--- config.mk ---
export PLATFORM = sky130hd
export DESIGN_NAME = at_response_parser_core
export DESIGN_NICKNAME = d
export VERILOG_FILES = /design/src/hw/rtl/at_rsp_pkg.sv /design/src/hw/rtl/at_response_parser_core.sv
export SDC_FILE = /design/constraint.sdc
export NUM_CORES = 1
export LEC_CHECK = 0
export BUFFER_PORTS_ARGS = -buffer_cell sky130_fd_sc_hd__buf_2
export CAP_MARGIN = 0
export CORE_ASPECT_RATIO = 0.6
export CORE_UTILIZATION = 38
export DETAILED_ROUTE_END_ITERATION = 6
export SLEW_MARGIN = 30
export SYNTH_ARGS = -nofsm -noshare
export SYNTH_HDL_FRONTEND = slang
export SYNTH_SLANG_ARGS = --single-unit
--- constraint.sdc ---
create_clock -name clk_i -period 4.35 [get_ports clk_i]
set_input_delay 0.435 -clock clk_i [delete_from_list [all_inputs] [get_ports clk_i]]
set_output_delay 0.435 -clock clk_i [all_outputs]
set_load 0.01 [all_outputs]
--- src/hw/rtl/at_rsp_pkg.sv ---
// ----------------------------------------------------------------------------
// AT response parser package
// Shared state codes, event codes and reply-name characters.
// ----------------------------------------------------------------------------
package at_rsp_pkg;

  typedef enum logic [3:0] {
    ST_START = 4'd0,
    ST_ERR   = 4'd1,
    ST_RESP  = 4'd2,
    ST_DATA  = 4'd3,
    ST_OK    = 4'd4,
    ST_ROK   = 4'd5,
    ST_SKIP  = 4'd6,
    ST_MTU   = 4'd7,
    ST_CNF   = 4'd8
  } parse_state_e;

  typedef enum logic [3:0] {
    EV_NONE   = 4'd0,
    EV_READY  = 4'd1,
    EV_OK     = 4'd2,
    EV_ERROR  = 4'd3,
    EV_PAIRED = 4'd4,
    EV_INCOM  = 4'd5,
    EV_CONN   = 4'd6,
    EV_DISC   = 4'd7,
    EV_DATA   = 4'd8
  } event_e;

  localparam int unsigned ValueW = 10;

  localparam logic [31:0] NAME_RSLE = "RSLE";
  localparam logic [31:0] NAME_RCOI = "RCOI";
  localparam logic [31:0] NAME_RCCR = "RCCR";
  localparam logic [31:0] NAME_RDII = "RDII";
  localparam logic [31:0] NAME_RDAI = "RDAI";
  localparam logic [31:0] NAME_ERR  = "RR=-";
  localparam logic [15:0] NAME_OK   = "OK";

  localparam logic [7:0] CH_PLUS  = "+";
  localparam logic [7:0] CH_E     = "E";
  localparam logic [7:0] CH_O     = "O";
  localparam logic [7:0] CH_R     = "R";
  localparam logic [7:0] CH_K     = "K";
  localparam logic [7:0] CH_COMMA = ",";
  localparam logic [7:0] CH_EQ    = "=";
  localparam logic [7:0] CH_LF    = 8'h0a;
  localparam logic [7:0] CH_ZERO  = "0";

endpackage

--- src/hw/rtl/at_response_parser_core.sv ---
// ----------------------------------------------------------------------------
// AT response parser core
// Recognizes the radio module's AT replies in its serial receive stream and
// reports one event per received byte.
// ----------------------------------------------------------------------------
// The parser takes one received byte per cycle unless the output stalls, and
// returns one result item for every byte from its output register in the next
// cycle. Parse state, the name buffer, the digit counters and the link flag all
// update in the single cycle in which a byte is accepted, so bytes may arrive
// back to back and a new byte is taken whenever the output register is empty or
// being drained in the same cycle.
module at_response_parser_core
  import at_rsp_pkg::*;
(
  input  logic              clk_i,
  input  logic              rst_ni,
  input  logic              in_valid_i,
  output logic              in_stall_o,
  input  logic [7:0]        rx_byte_i,
  output logic              out_valid_o,
  input  logic              out_stall_i,
  output logic [3:0]        event_res_o,
  output logic [ValueW-1:0] event_value_o,
  output logic              data_last_o,
  output logic              link_connected_o,
  output logic              parser_idle_o
);

  parse_state_e      state_q, state_d;
  logic [7:0]        buf_q [4];
  logic [2:0]        idx_q, idx_d;
  logic [2:0]        dcnt_q, dcnt_d;
  logic [ValueW-1:0] mtu_q, mtu_d;
  logic [ValueW-1:0] rem_q, rem_d;
  logic              link_q, link_d;

  logic              buf_we;
  logic [1:0]        buf_wa;

  logic              out_valid_q;
  event_e            ev_q, ev_d;
  logic [ValueW-1:0] val_q, val_d;
  logic              last_q, last_d;
  logic              idle_q;

  logic              accept;
  logic [7:0]        n;
  logic              bad_digit;
  logic [ValueW-1:0] n_ext;
  logic [ValueW-1:0] n_x10;
  logic [ValueW-1:0] n_x100;
  logic [ValueW-1:0] rem_dec;
  logic [31:0]       name4;
  logic [15:0]       name2;

  assign accept    = in_valid_i & ~in_stall_o;
  assign n         = rx_byte_i - CH_ZERO;
  assign bad_digit = n > 8'd9;
  assign n_ext     = {{(ValueW-4){1'b0}}, n[3:0]};
  assign n_x10     = n_ext * ValueW'(10);
  assign n_x100    = n_ext * ValueW'(100);
  assign rem_dec   = rem_q - ValueW'(1);
  assign name4     = {buf_q[0], buf_q[1], buf_q[2], buf_q[3]};
  assign name2     = {buf_q[0], buf_q[1]};
  assign buf_wa    = idx_q[1:0];

  always_comb begin
    state_d = state_q;
    idx_d   = idx_q;
    dcnt_d  = dcnt_q;
    mtu_d   = mtu_q;
    rem_d   = rem_q;
    link_d  = link_q;
    buf_we  = 1'b0;
    ev_d    = EV_NONE;
    val_d   = '0;
    last_d  = 1'b0;
    unique case (state_q)
      ST_START: begin
        idx_d = '0;
        if (rx_byte_i == CH_PLUS) begin
          state_d = ST_RESP;
        end else if (rx_byte_i == CH_E) begin
          state_d = ST_ERR;
        end else if (rx_byte_i == CH_O) begin
          state_d = ST_OK;
        end else if (rx_byte_i == CH_R) begin
          state_d = ST_ROK;
        end
      end
      ST_ROK: begin
        if (idx_q < 3'd2) begin
          buf_we = 1'b1;
          idx_d  = idx_q + 3'd1;
        end else begin
          if (name2 == NAME_OK) ev_d = EV_READY;
          state_d = ST_SKIP;
        end
      end
      ST_OK: begin
        if (rx_byte_i == CH_K) ev_d = EV_OK;
        state_d = ST_SKIP;
      end
      ST_SKIP: begin
        if (rx_byte_i == CH_LF) state_d = ST_START;
      end
      ST_ERR: begin
        if (idx_q < 3'd4) begin
          buf_we = 1'b1;
          idx_d  = idx_q + 3'd1;
        end else begin
          if (name4 == NAME_ERR) begin
            ev_d  = EV_ERROR;
            val_d = {{(ValueW-8){1'b0}}, n};
          end
          state_d = ST_SKIP;
        end
      end
      ST_RESP: begin
        if (idx_q < 3'd4) begin
          buf_we = 1'b1;
          idx_d  = idx_q + 3'd1;
        end else begin
          state_d = ST_SKIP;
          if (name4 == NAME_RSLE) begin
            ev_d = EV_PAIRED;
          end else if (name4 == NAME_RCOI) begin
            ev_d = EV_INCOM;
          end else if (name4 == NAME_RCCR) begin
            state_d = ST_CNF;
          end else if (name4 == NAME_RDII) begin
            ev_d   = EV_DISC;
            link_d = 1'b0;
          end else if (name4 == NAME_RDAI) begin
            state_d = ST_DATA;
            dcnt_d  = '0;
            rem_d   = '0;
          end
        end
      end
      ST_CNF: begin
        if (rx_byte_i == CH_EQ) begin
          state_d = ST_MTU;
          dcnt_d  = '0;
          mtu_d   = '0;
        end
      end
      ST_MTU: begin
        if (bad_digit) begin
          state_d = ST_START;
        end else if (dcnt_q == 3'd0) begin
          mtu_d  = n_x100;
          dcnt_d = 3'd1;
        end else if (dcnt_q == 3'd1) begin
          mtu_d  = mtu_q + n_x10;
          dcnt_d = 3'd2;
        end else begin
          mtu_d   = mtu_q + n_ext;
          dcnt_d  = 3'd3;
          link_d  = 1'b1;
          ev_d    = EV_CONN;
          val_d   = mtu_q + n_ext;
          state_d = ST_SKIP;
        end
      end
      ST_DATA: begin
        if (dcnt_q < 3'd3) begin
          if (bad_digit) begin
            state_d = ST_START;
          end else begin
            if (dcnt_q == 3'd0) begin
              rem_d = rem_q + n_x100;
            end else if (dcnt_q == 3'd1) begin
              rem_d = rem_q + n_x10;
            end else begin
              rem_d = rem_q + n_ext;
            end
            dcnt_d = dcnt_q + 3'd1;
          end
        end else if (dcnt_q == 3'd3) begin
          if (rx_byte_i != CH_COMMA) begin
            state_d = ST_START;
          end else begin
            dcnt_d = 3'd4;
            if (rem_q == '0) state_d = ST_SKIP;
          end
        end else begin
          rem_d = rem_dec;
          ev_d  = EV_DATA;
          val_d = {{(ValueW-8){1'b0}}, rx_byte_i};
          if (rem_dec == '0) begin
            last_d  = 1'b1;
            state_d = ST_SKIP;
          end
        end
      end
      default: begin
        state_d = ST_START;
      end
    endcase
  end

  always_ff @(posedge clk_i or negedge rst_ni) begin
    if (!rst_ni) begin
      state_q <= ST_START;
      idx_q   <= '0;
      dcnt_q  <= '0;
      mtu_q   <= '0;
      rem_q   <= '0;
      link_q  <= 1'b0;
    end else if (accept) begin
      state_q <= state_d;
      idx_q   <= idx_d;
      dcnt_q  <= dcnt_d;
      mtu_q   <= mtu_d;
      rem_q   <= rem_d;
      link_q  <= link_d;
    end
  end

  always_ff @(posedge clk_i) begin
    if (accept && buf_we) begin
      buf_q[buf_wa] <= rx_byte_i;
    end
  end

  always_ff @(posedge clk_i or negedge rst_ni) begin
    if (!rst_ni) begin
      out_valid_q <= 1'b0;
    end else begin
      out_valid_q <= accept | (out_valid_q & out_stall_i);
    end
  end

  always_ff @(posedge clk_i) begin
    if (accept) begin
      ev_q   <= ev_d;
      val_q  <= val_d;
      last_q <= last_d;
      idle_q <= (state_d == ST_START);
    end
  end

  assign in_stall_o       = out_valid_q & out_stall_i;
  assign out_valid_o      = out_valid_q;
  assign event_res_o      = ev_q;
  assign event_value_o    = val_q;
  assign data_last_o      = last_q;
  assign link_connected_o = link_q;
  assign parser_idle_o    = idle_q;

endmodule

==> results of run 1 <==
## logic make-up after synthesis
family / Yosys count / share of synthesized area (%)
AO/OA/AOI/OAI: 200 / 20.51
XOR/XNOR: 34 / 4.640
adder cells (fa/ha/maj): 70 / 14.47
buffers and inverters: 49 / 2.905
flip-flops: 80 / 34.94
multiplexers: 9 / 1.501
AND/OR/NAND/NOR: 250 / 21.04
## sequential cells by signal (all words and copies together), names as in the netlist, 3 cells and up
| register | flops |
|---|---|
| buf_q | 32 |
| event_value_o | 10 |
| mtu_q | 10 |
| rem_q | 10 |
| event_res_o | 4 |
| state_q | 4 |
| dcnt_q | 3 |
| idx_q | 3 |
## per-stage QoR
stage	setup slack [ns]	instance area (um^2)	hold slack (ns)
final	1.195	7162	0.04594
after global routing	1.075	7162	0.08007
after CTS	1.225	7159	0.2311
after detailed placement	0.8621	6828	0.5127
after global placement	0.9475	6828	0.4679
after floorplan	1.375	6417	0.1394
## worst min-delay path by stage
stage | from | to | slack, ns | cells after the start
2_1_floorplan | rst_ni | dcnt_q[0] | 0.14 | 0
3_3_place_gp | mtu_q[0] | mtu_q[0] | 0.47 | 2
3_5_place_dp | mtu_q[0] | mtu_q[0] | 0.51 | 2
4_1_cts | rst_ni | mtu_q[4] | 0.23 | 1
5_1_grt | rst_ni | mtu_q[9] | 0.08 | 1
6_report | rst_ni | mtu_q[9] | 0.05 | 1
## layout by cell type, fill, tap and decap left out, drive strengths merged, types with 10 or more instances in the layout
master / count
nand2b: 10
a21oi: 53
nand3: 24
nor2: 60
nor4: 15
dfrtp: 32
edfxtp: 48
o21ai: 49
nand2: 55
a211oi: 15
inv: 33
ha: 63
nor3: 10
buf: 37
xnor2: 25
nand4: 10
## layer usage
| layer | up-vias | GRT usage [%] |
|---|---|---|
| met1 | 2789 | 38.49 |
| li1 | 2663 | - |
| met4 | 0 | 3.881 |
| met5 | - | 0 |
| met3 | 13 | 8.177 |
| met2 | 286 | 31.84 |
## where the power goes
part	switching, mW	leakage (nW)	total, mW	internal [mW]
combinational	0.487	1.80	0.736	0.249
sequential	0.0786	0.881	0.945	0.867
clock	0.368	0.163	0.885	0.516
## area by class of cell
type	count	area (um^2)	area share [%]
tap	228	285.3	3.983
multi-input combinational	563	3993	55.75
sequential	80	2242	31.31
clock inverter	7	106.4	1.485
timing repair buffer	37	205.2	2.865
clock buffer	9	225.2	3.145
inverter	28	105.1	1.468
==> impl_metrics.prom, run 1 <==
# TYPE chip_impl_metric gauge
chip_impl_metric{name="globalplace.congestion",unit=""} 0.9632
chip_impl_metric{name="clkTransAtPathRegs",unit="ns"} 0.07
chip_impl_info{name="endpoint",value="state_q[2]"} 1
chip_impl_metric{name="timing.fmax",unit="GHz"} 0.3170
chip_impl_metric{name="synth.distinct_cells",unit=""} 85
chip_impl_metric{name="fillers",unit=""} 1574
chip_impl_metric{name="cts_repair_resize_count",unit=""} 0
chip_impl_info{name="top_signal_layer_used",value="met4"} 1
chip_impl_metric{name="irDropWorstVdd",unit="uV"} 188.8
chip_impl_metric{name="cts_htree_levels",unit=""} 3
chip_impl_metric{name="drv_slew",unit=""} 0
chip_impl_info{name="cp-end-kind",value="register"} 1
chip_impl_info{name="critical_path.cell_chain",value="nor3b_1 -> nand4b_1 -> nor4_4 -> a41oi_1 -> a211oi_1 -> o211ai_1 -> mux2_2"} 1
chip_impl_metric{name="maxCapViolations",unit=""} 0
chip_impl_metric{name="ys.warnings.count",unit=""} 0
chip_impl_metric{name="final.setup.tns",unit="ns"} 0
chip_impl_metric{name="boundaryPins",unit=""} 31
chip_impl_metric{name="fin_nets",unit=""} 801
chip_impl_metric{name="track_usage",unit="%"} 24.53
chip_impl_metric{name="worstPathMaxFanout",unit=""} 4
chip_impl_metric{name="timing.max_slew.rel_slack",unit="%"} 43.44
chip_impl_info{name="netlist_top_cells_area",value="sky130_fd_sc_hd__edfxtp_1 22%, sky130_fd_sc_hd__dfrtp_1 12%, sky130_fd_sc_hd__ha_1 12%"} 1
chip_impl_metric{name="synth_enable_flop_cells",unit=""} 48
chip_impl_metric{name="worst_slew_pin_tran",unit="ns"} 0.8484
chip_impl_metric{name="pin_count_of_the_biggest_net_entering_global_routing",unit=""} 33
chip_impl_metric{name="syn-num-nets",unit=""} 774
chip_impl_info{name="min-delay-path-class",value="input pin to async pin"} 1
chip_impl_metric{name="total_wire_length",unit="um"} 20510
chip_impl_metric{name="cts_hold_buf",unit=""} 0
chip_impl_metric{name="grt_pass1_wl",unit="um"} 31840
chip_impl_info{name="rsz0062_at_grt",value="false"} 1
chip_impl_metric{name="critical_path.max_stage_delay",unit="ns"} 0.61
chip_impl_metric{name="hold_viol",unit=""} 0
chip_impl_metric{name="via_count",unit=""} 5751
chip_impl_metric{name="critPathArrivalTime",unit="ns"} 3.38
chip_impl_metric{name="critPathRequiredTime",unit="ns"} 4.58
chip_impl_metric{name="yosysSeqAreaShare",unit="%"} 34.94
chip_impl_metric{name="final_cells",unit=""} 952
chip_impl_metric{name="met3RoutedLength",unit="um"} 2299
chip_impl_metric{name="timing.final.crit_share",unit="%"} 72.52
chip_impl_info{name="critPathLaunch",value="buf_q[0][7]"} 1
chip_impl_metric{name="leak_pwr",unit="nW"} 2.848
chip_impl_info{name="r2r_start",value="buf_q[0][7]"} 1
chip_impl_metric{name="timing.final.setup_violations",unit=""} 0
chip_impl_info{name="post-synth-top-count-cell",value="sky130_fd_sc_hd__ha_1"} 1
chip_impl_metric{name="core",unit="um^2"} 16350
chip_impl_metric{name="netlist_instances",unit=""} 692
chip_impl_metric{name="cts_inserted_buffers",unit=""} 9
chip_impl_info{name="top_family_by_delay_on_critical_path",value="simple AND/OR/NAND/NOR gates"} 1
chip_impl_metric{name="initial_antenna_violation_count",unit=""} 0
chip_impl_metric{name="first_global_vias",unit=""} 5467
chip_impl_metric{name="met2_wirelength",unit="um"} 7458
chip_impl_metric{name="start_util",unit="%"} 39.25
chip_impl_info{name="tritoncts",value="done"} 1
chip_impl_metric{name="placed_cells",unit=""} 936
chip_impl_info{name="critPathLaunchType",value="register"} 1
chip_impl_info{name="timing.critical_path.slowest_stage_cell",value="sky130_fd_sc_hd__nor3b_1"} 1
chip_impl_metric{name="post_detailed_placement_half_perimeter_wirelength",unit="um"} 15660
chip_impl_metric{name="grt_remaining_overflow",unit=""} 0
chip_impl_metric{name="drt-wirelength-per-cell",unit="um"} 21.54
chip_impl_metric{name="final_layout_size_suffix_gt1_share",unit="%"} 10.36
chip_impl_metric{name="die_y",unit="um"} 102.7
chip_impl_metric{name="syn-cell-area",unit="um^2"} 6417
chip_impl_metric{name="floorplan.rows",unit=""} 36
chip_impl_metric{name="largest_clock_skew_in_the_final_design",unit="ns"} 0.01155
chip_impl_info{name="netlist_top_cells_count",value="63 x sky130_fd_sc_hd__ha_1, 59 x sky130_fd_sc_hd__nor2_1, 55 x sky130_fd_sc_hd__nand2_1, 52 x sky130_fd_sc_hd__a21oi_1, 48 x sky130_fd_sc_hd__edfxtp_1"} 1
chip_impl_metric{name="drtAntennaViolNets",unit=""} 0
chip_impl_info{name="regToRegEndpoint",value="state_q[2]"} 1
chip_impl_metric{name="power.density",unit="nW/um^2"} 358.3
chip_impl_metric{name="ys_async_sr_fraction",unit="%"} 40.00
chip_impl_metric{name="worst-path-stages",unit=""} 7
chip_impl_metric{name="post-route-min-period",unit="ns"} 3.155
chip_impl_metric{name="cts_post_setup_buffers_inserted",unit=""} 0
chip_impl_metric{name="timing.reg2reg.worst_path_depth",unit=""} 7
chip_impl_metric{name="num_antenna_cells",unit=""} 0
chip_impl_metric{name="area_grow_syn2layout",unit="%"} 11.60
chip_impl_metric{name="syn_area_cell",unit="um^2"} 9.274
chip_impl_info{name="ctsRootBufferMaster",value="sky130_fd_sc_hd__clkbuf_16"} 1
chip_impl_metric{name="ys_ff_latch",unit=""} 80
chip_impl_metric{name="die_w",unit="um"} 169.8
chip_impl_metric{name="via_per_inst",unit=""} 6.041
chip_impl_info{name="synth.largest_area_cell",value="sky130_fd_sc_hd__edfxtp_1"} 1
chip_impl_metric{name="final_util",unit="%"} 43.80
chip_impl_info{name="run_status",value="completed"} 1
chip_impl_metric{name="drt_pass1_iterations",unit=""} 5
chip_impl_metric{name="timing.critical_path.buf_inv",unit=""} 0
chip_impl_metric{name="cts.sinks",unit=""} 80
chip_impl_metric{name="drt_iter0_markers",unit=""} 539
chip_impl_metric{name="clockBufferDepth",unit=""} 2
chip_impl_metric{name="numPortBuffers",unit=""} 30
chip_impl_metric{name="clk_latency",unit="ns"} 0.35
chip_impl_metric{name="wl_met1",unit="um"} 10610
chip_impl_metric{name="power",unit="mW"} 2.566
chip_impl_metric{name="floorplan.die_area",unit="um^2"} 17430
chip_impl_info{name="critical_path_class",value="register to register"} 1
chip_impl_metric{name="reg2reg_slack",unit="ns"} 1.20
chip_impl_metric{name="drcViolationCount",unit=""} 0
chip_impl_info{name="synth-main-ff-cell",value="sky130_fd_sc_hd__edfxtp_1"} 1
chip_impl_metric{name="post-synth-top-area-fraction",unit="%"} 22.46
(Power assumes the default switching activity.)
==> run 2, diff against run 1 <==
==> constraint.sdc (replaced) <==
create_clock -name clk_i -period 2.7 [get_ports clk_i]
set_input_delay 0.27 -clock clk_i [delete_from_list [all_inputs] [get_ports clk_i]]
set_output_delay 0.27 -clock clk_i [all_outputs]
set_load 0.01 [all_outputs]
==> impl_metrics.prom, run 2 (same netlist as run 1, synthesis figures left out) <==
# TYPE chip_impl_metric gauge
chip_impl_metric{name="first_global_vias",unit=""} 5640
chip_impl_metric{name="drtAntennaViolNets",unit=""} 0
chip_impl_metric{name="power.density",unit="nW/um^2"} 546.2
chip_impl_info{name="critical_path_class",value="input pin to register"} 1
chip_impl_metric{name="cts_inserted_buffers",unit=""} 9
chip_impl_metric{name="timing.max_slew.rel_slack",unit="%"} 42.60
chip_impl_metric{name="detailed_place.area",unit="um^2"} 7512
chip_impl_metric{name="core",unit="um^2"} 16350
chip_impl_metric{name="numPortBuffers",unit=""} 30
chip_impl_metric{name="floorplan.die_area",unit="um^2"} 17430
chip_impl_metric{name="area_grow_syn2layout",unit="%"} 23.10
chip_impl_metric{name="drcViolationCount",unit=""} 0
chip_impl_metric{name="grt_remaining_overflow",unit=""} 0
chip_impl_metric{name="total_wire_length",unit="um"} 20980
chip_impl_metric{name="initial_antenna_violation_count",unit=""} 0
chip_impl_metric{name="cts_repair_resize_count",unit=""} 0
chip_impl_info{name="run_status",value="completed"} 1
chip_impl_metric{name="largest_clock_skew_in_the_final_design",unit="ns"} 0.01789
chip_impl_metric{name="cts_htree_levels",unit=""} 3
chip_impl_metric{name="via_per_inst",unit=""} 5.883
chip_impl_metric{name="critPathArrivalTime",unit="ns"} 2.87
chip_impl_metric{name="fin_nets",unit=""} 880
chip_impl_metric{name="die_w",unit="um"} 169.8
chip_impl_metric{name="final_util",unit="%"} 48.32
chip_impl_metric{name="combPwrFrac",unit="%"} 33.1
chip_impl_info{name="layout_commonest_cell",value="sky130_fd_sc_hd__buf_4"} 1
chip_impl_metric{name="num_antenna_cells",unit=""} 0
chip_impl_info{name="rsz0062_at_grt",value="false"} 1
chip_impl_metric{name="irDropWorstVdd",unit="uV"} 242.9
chip_impl_info{name="final_cell_mix",value="81 x sky130_fd_sc_hd__buf_4, 61 x sky130_fd_sc_hd__ha_1, 59 x sky130_fd_sc_hd__nor2_1"} 1
chip_impl_metric{name="clk_latency",unit="ns"} 0.36
chip_impl_metric{name="power_report.internal_total",unit="mW"} 2.789
chip_impl_metric{name="final_layout_size_suffix_gt1_share",unit="%"} 20.92
chip_impl_metric{name="track_usage",unit="%"} 25.05
chip_impl_metric{name="fillers",unit=""} 1523
chip_impl_metric{name="clkTransAtPathRegs",unit="ns"} 0.08
chip_impl_info{name="regMostFlops",value="buf_q"} 1
chip_impl_info{name="critPathLaunchType",value="input pin"} 1
chip_impl_metric{name="largest_reg_flops",unit=""} 32
chip_impl_metric{name="clockBufferDepth",unit=""} 2
chip_impl_metric{name="switchingPower",unit="mW"} 1.526
chip_impl_metric{name="drt-wirelength-per-cell",unit="um"} 20.35
chip_impl_metric{name="cts_hold_buf",unit=""} 0
chip_impl_metric{name="leak_pwr",unit="nW"} 3.267
chip_impl_metric{name="timing.final.crit_share",unit="%"} 97.32
chip_impl_info{name="ctsRootBufferMaster",value="sky130_fd_sc_hd__clkbuf_16"} 1
chip_impl_metric{name="maxCapViolations",unit=""} 0
chip_impl_metric{name="drt_iter0_markers",unit=""} 766
chip_impl_metric{name="critPathRequiredTime",unit="ns"} 2.94
chip_impl_info{name="min-delay-path-class",value="input pin to async pin"} 1
chip_impl_metric{name="worst_slew_pin_tran",unit="ns"} 0.8611
chip_impl_metric{name="start_util",unit="%"} 39.25
chip_impl_metric{name="pin_count_of_the_biggest_net_entering_global_routing",unit=""} 33
chip_impl_metric{name="final_area",unit="um^2"} 7900
chip_impl_metric{name="die_y",unit="um"} 102.7
chip_impl_metric{name="post-route-min-period",unit="ns"} 2.628
chip_impl_metric{name="netSwitchingFraction",unit="%"} 35.36
chip_impl_metric{name="globalplace.congestion",unit=""} 0.9592
chip_impl_metric{name="drt_pass1_iterations",unit=""} 6
chip_impl_metric{name="worstPathMaxFanout",unit=""} 3
chip_impl_metric{name="cts.sinks",unit=""} 80
chip_impl_info{name="tritoncts",value="done"} 1
chip_impl_metric{name="drv_slew",unit=""} 0
chip_impl_metric{name="grt_pass1_wl",unit="um"} 32710
chip_impl_metric{name="share_seq_of_total_power",unit="%"} 34.3
chip_impl_metric{name="power",unit="mW"} 4.315
chip_impl_metric{name="timing.fmax",unit="GHz"} 0.3806
chip_impl_metric{name="floorplan.rows",unit=""} 36
chip_impl_metric{name="post_detailed_placement_half_perimeter_wirelength",unit="um"} 16190
chip_impl_metric{name="via_count",unit=""} 6065
chip_impl_metric{name="cts_post_setup_buffers_inserted",unit=""} 0
chip_impl_metric{name="boundaryPins",unit=""} 31
chip_impl_metric{name="hold_viol",unit=""} 0
chip_impl_info{name="cp-end-kind",value="register"} 1
chip_impl_metric{name="share_clk_of_total_power",unit="%"} 32.6
chip_impl_metric{name="timing.final.setup_violations",unit=""} 0
-- run 2: layer usage --
metal	vias to the layer above	wire (um)	track usage [%]
li1	2832	-	-
met1	2945	11040	40.07
met2	266	7928	33.64
met3	22	1801	5.298
met4	0	211	4.712
met5	-	0	0
-- run 2: final cells by class --
| cell class | instances | area [um^2] | area share, % |
|---|---|---|---|
| clock buffer | 9 | 225.2 | 2.851 |
| clock inverter | 7 | 106.4 | 1.346 |
| inverter | 28 | 105.1 | 1.330 |
| multi-input combinational | 563 | 4085 | 51.71 |
| sequential | 80 | 2243 | 28.40 |
| tap | 228 | 285.3 | 3.611 |
| timing repair buffer | 116 | 849.6 | 10.75 |
-- run 2: worst paths after layout --
kind                              start           to  slack [ns]  cells past startpoint
setup / recovery           rx_byte_i[3]     rem_q[9]        0.07                     11
hold / removal                   rst_ni     mtu_q[9]        0.01                      1
setup reg to reg               rem_q[1]   state_q[0]        0.12                      8
hold reg to reg                mtu_q[0]     mtu_q[0]        0.49                      2
max in group asynchronous        rst_ni     rem_q[2]        2.08                      1
min in group clk_i           in_valid_i  out_valid_o        0.12                      2
-- run 2: critical path: stages --
cell and delay, ns:
sky130_fd_sc_hd__buf_2 0.17, sky130_fd_sc_hd__ha_4 0.23, sky130_fd_sc_hd__ha_4 0.16, sky130_fd_sc_hd__fa_2 0.37, sky130_fd_sc_hd__xor2_1 0.22, sky130_fd_sc_hd__ha_1 0.30, sky130_fd_sc_hd__or2_4 0.24, sky130_fd_sc_hd__and3_4 0.18
sky130_fd_sc_hd__o311a_1 0.37, sky130_fd_sc_hd__a221oi_2 0.24, sky130_fd_sc_hd__o21ai_1 0.11
-- run 2: through the flow --
| step | setup slack (ns) | hold WS (ns) | setup TNS (ns) | cells |
|---|---|---|---|---|
| 2_1_floorplan | 0.007629 | -0.02559 | 0 | 692 |
| 3_3_place_gp | -0.2459 | 0.4279 | -0.7850 | 1015 |
| 3_5_place_dp | -0.2934 | 0.4241 | -1.068 | 1015 |
| 4_1_cts | 0.04962 | 0.05643 | 0 | 1031 |
| 5_1_grt | 0.009665 | 0.08419 | 0 | 1031 |
| 6_report | 0.07245 | 0.01238 | 0 | 1031 |
-- run 2: power groups by stage --
| stage | Clock [mW] | Sequential, mW | Combinational [mW] |
|---|---|---|---|
| final | 1.41 | 1.48 | 1.43 |
| after global routing | 1.46 | 1.49 | 1.55 |
| after CTS | 1.42 | 1.48 | 1.39 |
| after detailed placement | 0 | 1.50 | 1.38 |
| after global placement | 0 | 1.50 | 1.36 |
| after floorplan | 0 | 1.49 | 0.813 |
==> run 3, diff against run 2 <==
--- a/config.mk
+++ b/config.mk
@@ -8,7 +8,7 @@
 export BUFFER_PORTS_ARGS = -buffer_cell sky130_fd_sc_hd__buf_2
 export CAP_MARGIN = 0
 export CORE_ASPECT_RATIO = 0.6
-export CORE_UTILIZATION = 38
+export CORE_UTILIZATION = 45
 export DETAILED_ROUTE_END_ITERATION = 6
 export SLEW_MARGIN = 30
 export SYNTH_ARGS = -nofsm -noshare
==> impl_metrics.prom, run 3 (same netlist as run 1, synthesis figures left out) <==
# TYPE chip_impl_metric gauge
chip_impl_info{name="run_status",value="completed"} 1
chip_impl_metric{name="drt_iter0_markers",unit=""} 628
chip_impl_metric{name="grt_pass1_wl",unit="um"} 33510
chip_impl_info{name="final_cell_mix",value="95 x sky130_fd_sc_hd__buf_4, 60 x sky130_fd_sc_hd__ha_1, 59 x sky130_fd_sc_hd__nor2_1"} 1
chip_impl_metric{name="dp_worst_setup_slack",unit="ns"} -0.2601
chip_impl_metric{name="clockBufferDepth",unit=""} 2
chip_impl_metric{name="grt_remaining_overflow",unit=""} 0
chip_impl_info{name="min-delay-path-class",value="input pin to async pin"} 1
chip_impl_metric{name="maxCapViolations",unit=""} 0
chip_impl_metric{name="boundaryPins",unit=""} 31
chip_impl_metric{name="cts_hold_buf",unit=""} 0
chip_impl_metric{name="initial_antenna_violation_count",unit=""} 0
chip_impl_info{name="layout_commonest_cell",value="sky130_fd_sc_hd__buf_4"} 1
chip_impl_metric{name="cts_htree_levels",unit=""} 3
chip_impl_metric{name="total_wire_length",unit="um"} 21580
chip_impl_metric{name="final_area",unit="um^2"} 7954
chip_impl_info{name="critPathLaunchType",value="input pin"} 1
chip_impl_metric{name="hold_viol",unit=""} 0
chip_impl_info{name="ctsRootBufferMaster",value="sky130_fd_sc_hd__clkbuf_16"} 1
chip_impl_metric{name="timing.fmax",unit="GHz"} 0.3831
chip_impl_metric{name="floorplan.rows",unit=""} 33
chip_impl_metric{name="core",unit="um^2"} 13790
chip_impl_metric{name="critPathRequiredTime",unit="ns"} 2.93
chip_impl_metric{name="drv_slew",unit=""} 0
chip_impl_metric{name="fillers",unit=""} 1258
chip_impl_metric{name="fin_nets",unit=""} 895
chip_impl_metric{name="irDropWorstVdd",unit="uV"} 397.4
chip_impl_metric{name="die_w",unit="um"} 156.2
chip_impl_metric{name="start_util",unit="%"} 46.53
chip_impl_metric{name="post-route-min-period",unit="ns"} 2.611
chip_impl_metric{name="reg2reg_slack",unit="ns"} 0.11
chip_impl_metric{name="detailed_place.area",unit="um^2"} 7580
chip_impl_metric{name="die_y",unit="um"} 94.50
chip_impl_metric{name="minimum_hold_slack",unit="ns"} 0.02097
chip_impl_info{name="critical_path_class",value="input pin to register"} 1
chip_impl_metric{name="cts_inserted_buffers",unit=""} 9
chip_impl_metric{name="drt_pass1_iterations",unit=""} 5
chip_impl_metric{name="power.density",unit="nW/um^2"} 532.9
chip_impl_info{name="regMostFlops",value="buf_q"} 1
chip_impl_metric{name="final_cells",unit=""} 1010
chip_impl_info{name="regToRegEndpoint",value="dcnt_q[0]"} 1
chip_impl_metric{name="drtAntennaViolNets",unit=""} 0
chip_impl_metric{name="pin_count_of_the_biggest_net_entering_global_routing",unit=""} 33
chip_impl_info{name="r2r_start",value="buf_q[3][4]"} 1
chip_impl_metric{name="worstPathMaxFanout",unit=""} 2
chip_impl_metric{name="largest_reg_flops",unit=""} 32
chip_impl_metric{name="power",unit="mW"} 4.239
chip_impl_metric{name="leak_pwr",unit="nW"} 3.325
chip_impl_metric{name="largest_clock_skew_in_the_final_design",unit="ns"} 0.008605
chip_impl_metric{name="numPortBuffers",unit=""} 30
chip_impl_metric{name="timing.final.setup_violations",unit=""} 0
chip_impl_metric{name="placed_cells",unit=""} 994
chip_impl_metric{name="drt-wirelength-per-cell",unit="um"} 21.36
chip_impl_metric{name="timing.max_slew.rel_slack",unit="%"} 42.71
chip_impl_metric{name="cts_post_setup_buffers_inserted",unit=""} 0
chip_impl_metric{name="post_detailed_placement_half_perimeter_wirelength",unit="um"} 16850
chip_impl_metric{name="via_count",unit=""} 6134
chip_impl_metric{name="timing.final.ws_setup",unit="ns"} 0.08942
chip_impl_metric{name="floorplan.die_area",unit="um^2"} 14760
chip_impl_metric{name="track_usage",unit="%"} 30.78
chip_impl_metric{name="final_layout_size_suffix_gt1_share",unit="%"} 22.37
chip_impl_metric{name="num_antenna_cells",unit=""} 0
chip_impl_metric{name="clk_latency",unit="ns"} 0.35
chip_impl_metric{name="via_per_inst",unit=""} 6.073
chip_impl_info{name="tritoncts",value="done"} 1
chip_impl_info{name="rsz0062_at_grt",value="false"} 1
chip_impl_metric{name="globalplace.congestion",unit=""} 0.9811
chip_impl_info{name="cp-end-kind",value="register"} 1
chip_impl_metric{name="first_global_vias",unit=""} 5644
chip_impl_metric{name="cts.sinks",unit=""} 80
chip_impl_metric{name="timing.final.crit_share",unit="%"} 96.69
chip_impl_metric{name="worst_slew_pin_tran",unit="ns"} 0.8593
chip_impl_metric{name="timing.reg2reg.worst_path_depth",unit=""} 9
chip_impl_metric{name="area_grow_syn2layout",unit="%"} 23.94
chip_impl_metric{name="critPathArrivalTime",unit="ns"} 2.85
chip_impl_metric{name="clkTransAtPathRegs",unit="ns"} 0.07
chip_impl_metric{name="cts_repair_resize_count",unit=""} 0
chip_impl_metric{name="drcViolationCount",unit=""} 0
## run 3: where the power goes
group	internal, mW	switching, mW
Combinational	0.564	0.864
Sequential	1.40	0.102
Clock	0.738	0.574
Total	2.70	1.54
## run 3: cell type report
| type | count | area, um^2 | area share, % |
|---|---|---|---|
| Multi-Input combinational cell | 563 | 4089 | 51.41 |
| Inverter | 28 | 105.1 | 1.321 |
| Tap cell | 192 | 240.2 | 3.020 |
| Clock buffer | 9 | 225.2 | 2.832 |
| Sequential cell | 80 | 2242 | 28.19 |
| Timing Repair Buffer | 131 | 965.9 | 12.14 |
| Clock inverter | 7 | 86.33 | 1.085 |
## run 3: through the flow
step | util [%] | setup TNS [ns]
2_1_floorplan | - | 0
3_3_place_gp | 54.96 | -0.7959
4_1_cts | 57.22 | 0
3_5_place_dp | 54.96 | -1.147
6_report | 57.68 | 0
5_1_grt | 57.68 | 0
## run 3: layer usage
layer	routed length, um	global-route usage (%)
met5	69	3.741
met4	292	7.190
met3	2384	7.848
met2	7939	39.21
met1	10890	49.24
## run 3: worst max path at each step
stage                            end  depth (start not counted)  slack, ns         start
floorplan                   rem_q[9]                         10      0.008  rx_byte_i[0]
global placement            rem_q[9]                         11      -0.23  rx_byte_i[0]
detailed placement          rem_q[9]                         11      -0.26  rx_byte_i[0]
CTS                    parser_idle_o                          7       0.03   buf_q[2][5]
global route        event_value_o[7]                          7      0.004   buf_q[0][0]
finish                      rem_q[8]                         13       0.09  rx_byte_i[3]
## run 3: critical path: stages
cell,delay (ns)
sky130_fd_sc_hd__buf_2,0.18
sky130_fd_sc_hd__ha_4,0.23
sky130_fd_sc_hd__ha_4,0.16
sky130_fd_sc_hd__fa_2,0.39
sky130_fd_sc_hd__xor2_2,0.16
sky130_fd_sc_hd__ha_1,0.32
sky130_fd_sc_hd__buf_4,0.14
sky130_fd_sc_hd__o21a_1,0.09
sky130_fd_sc_hd__o31a_1,0.11
sky130_fd_sc_hd__o21a_1,0.17
sky130_fd_sc_hd__o31ai_1,0.34
sky130_fd_sc_hd__o32a_1,0.20
sky130_fd_sc_hd__o22ai_1,0.07
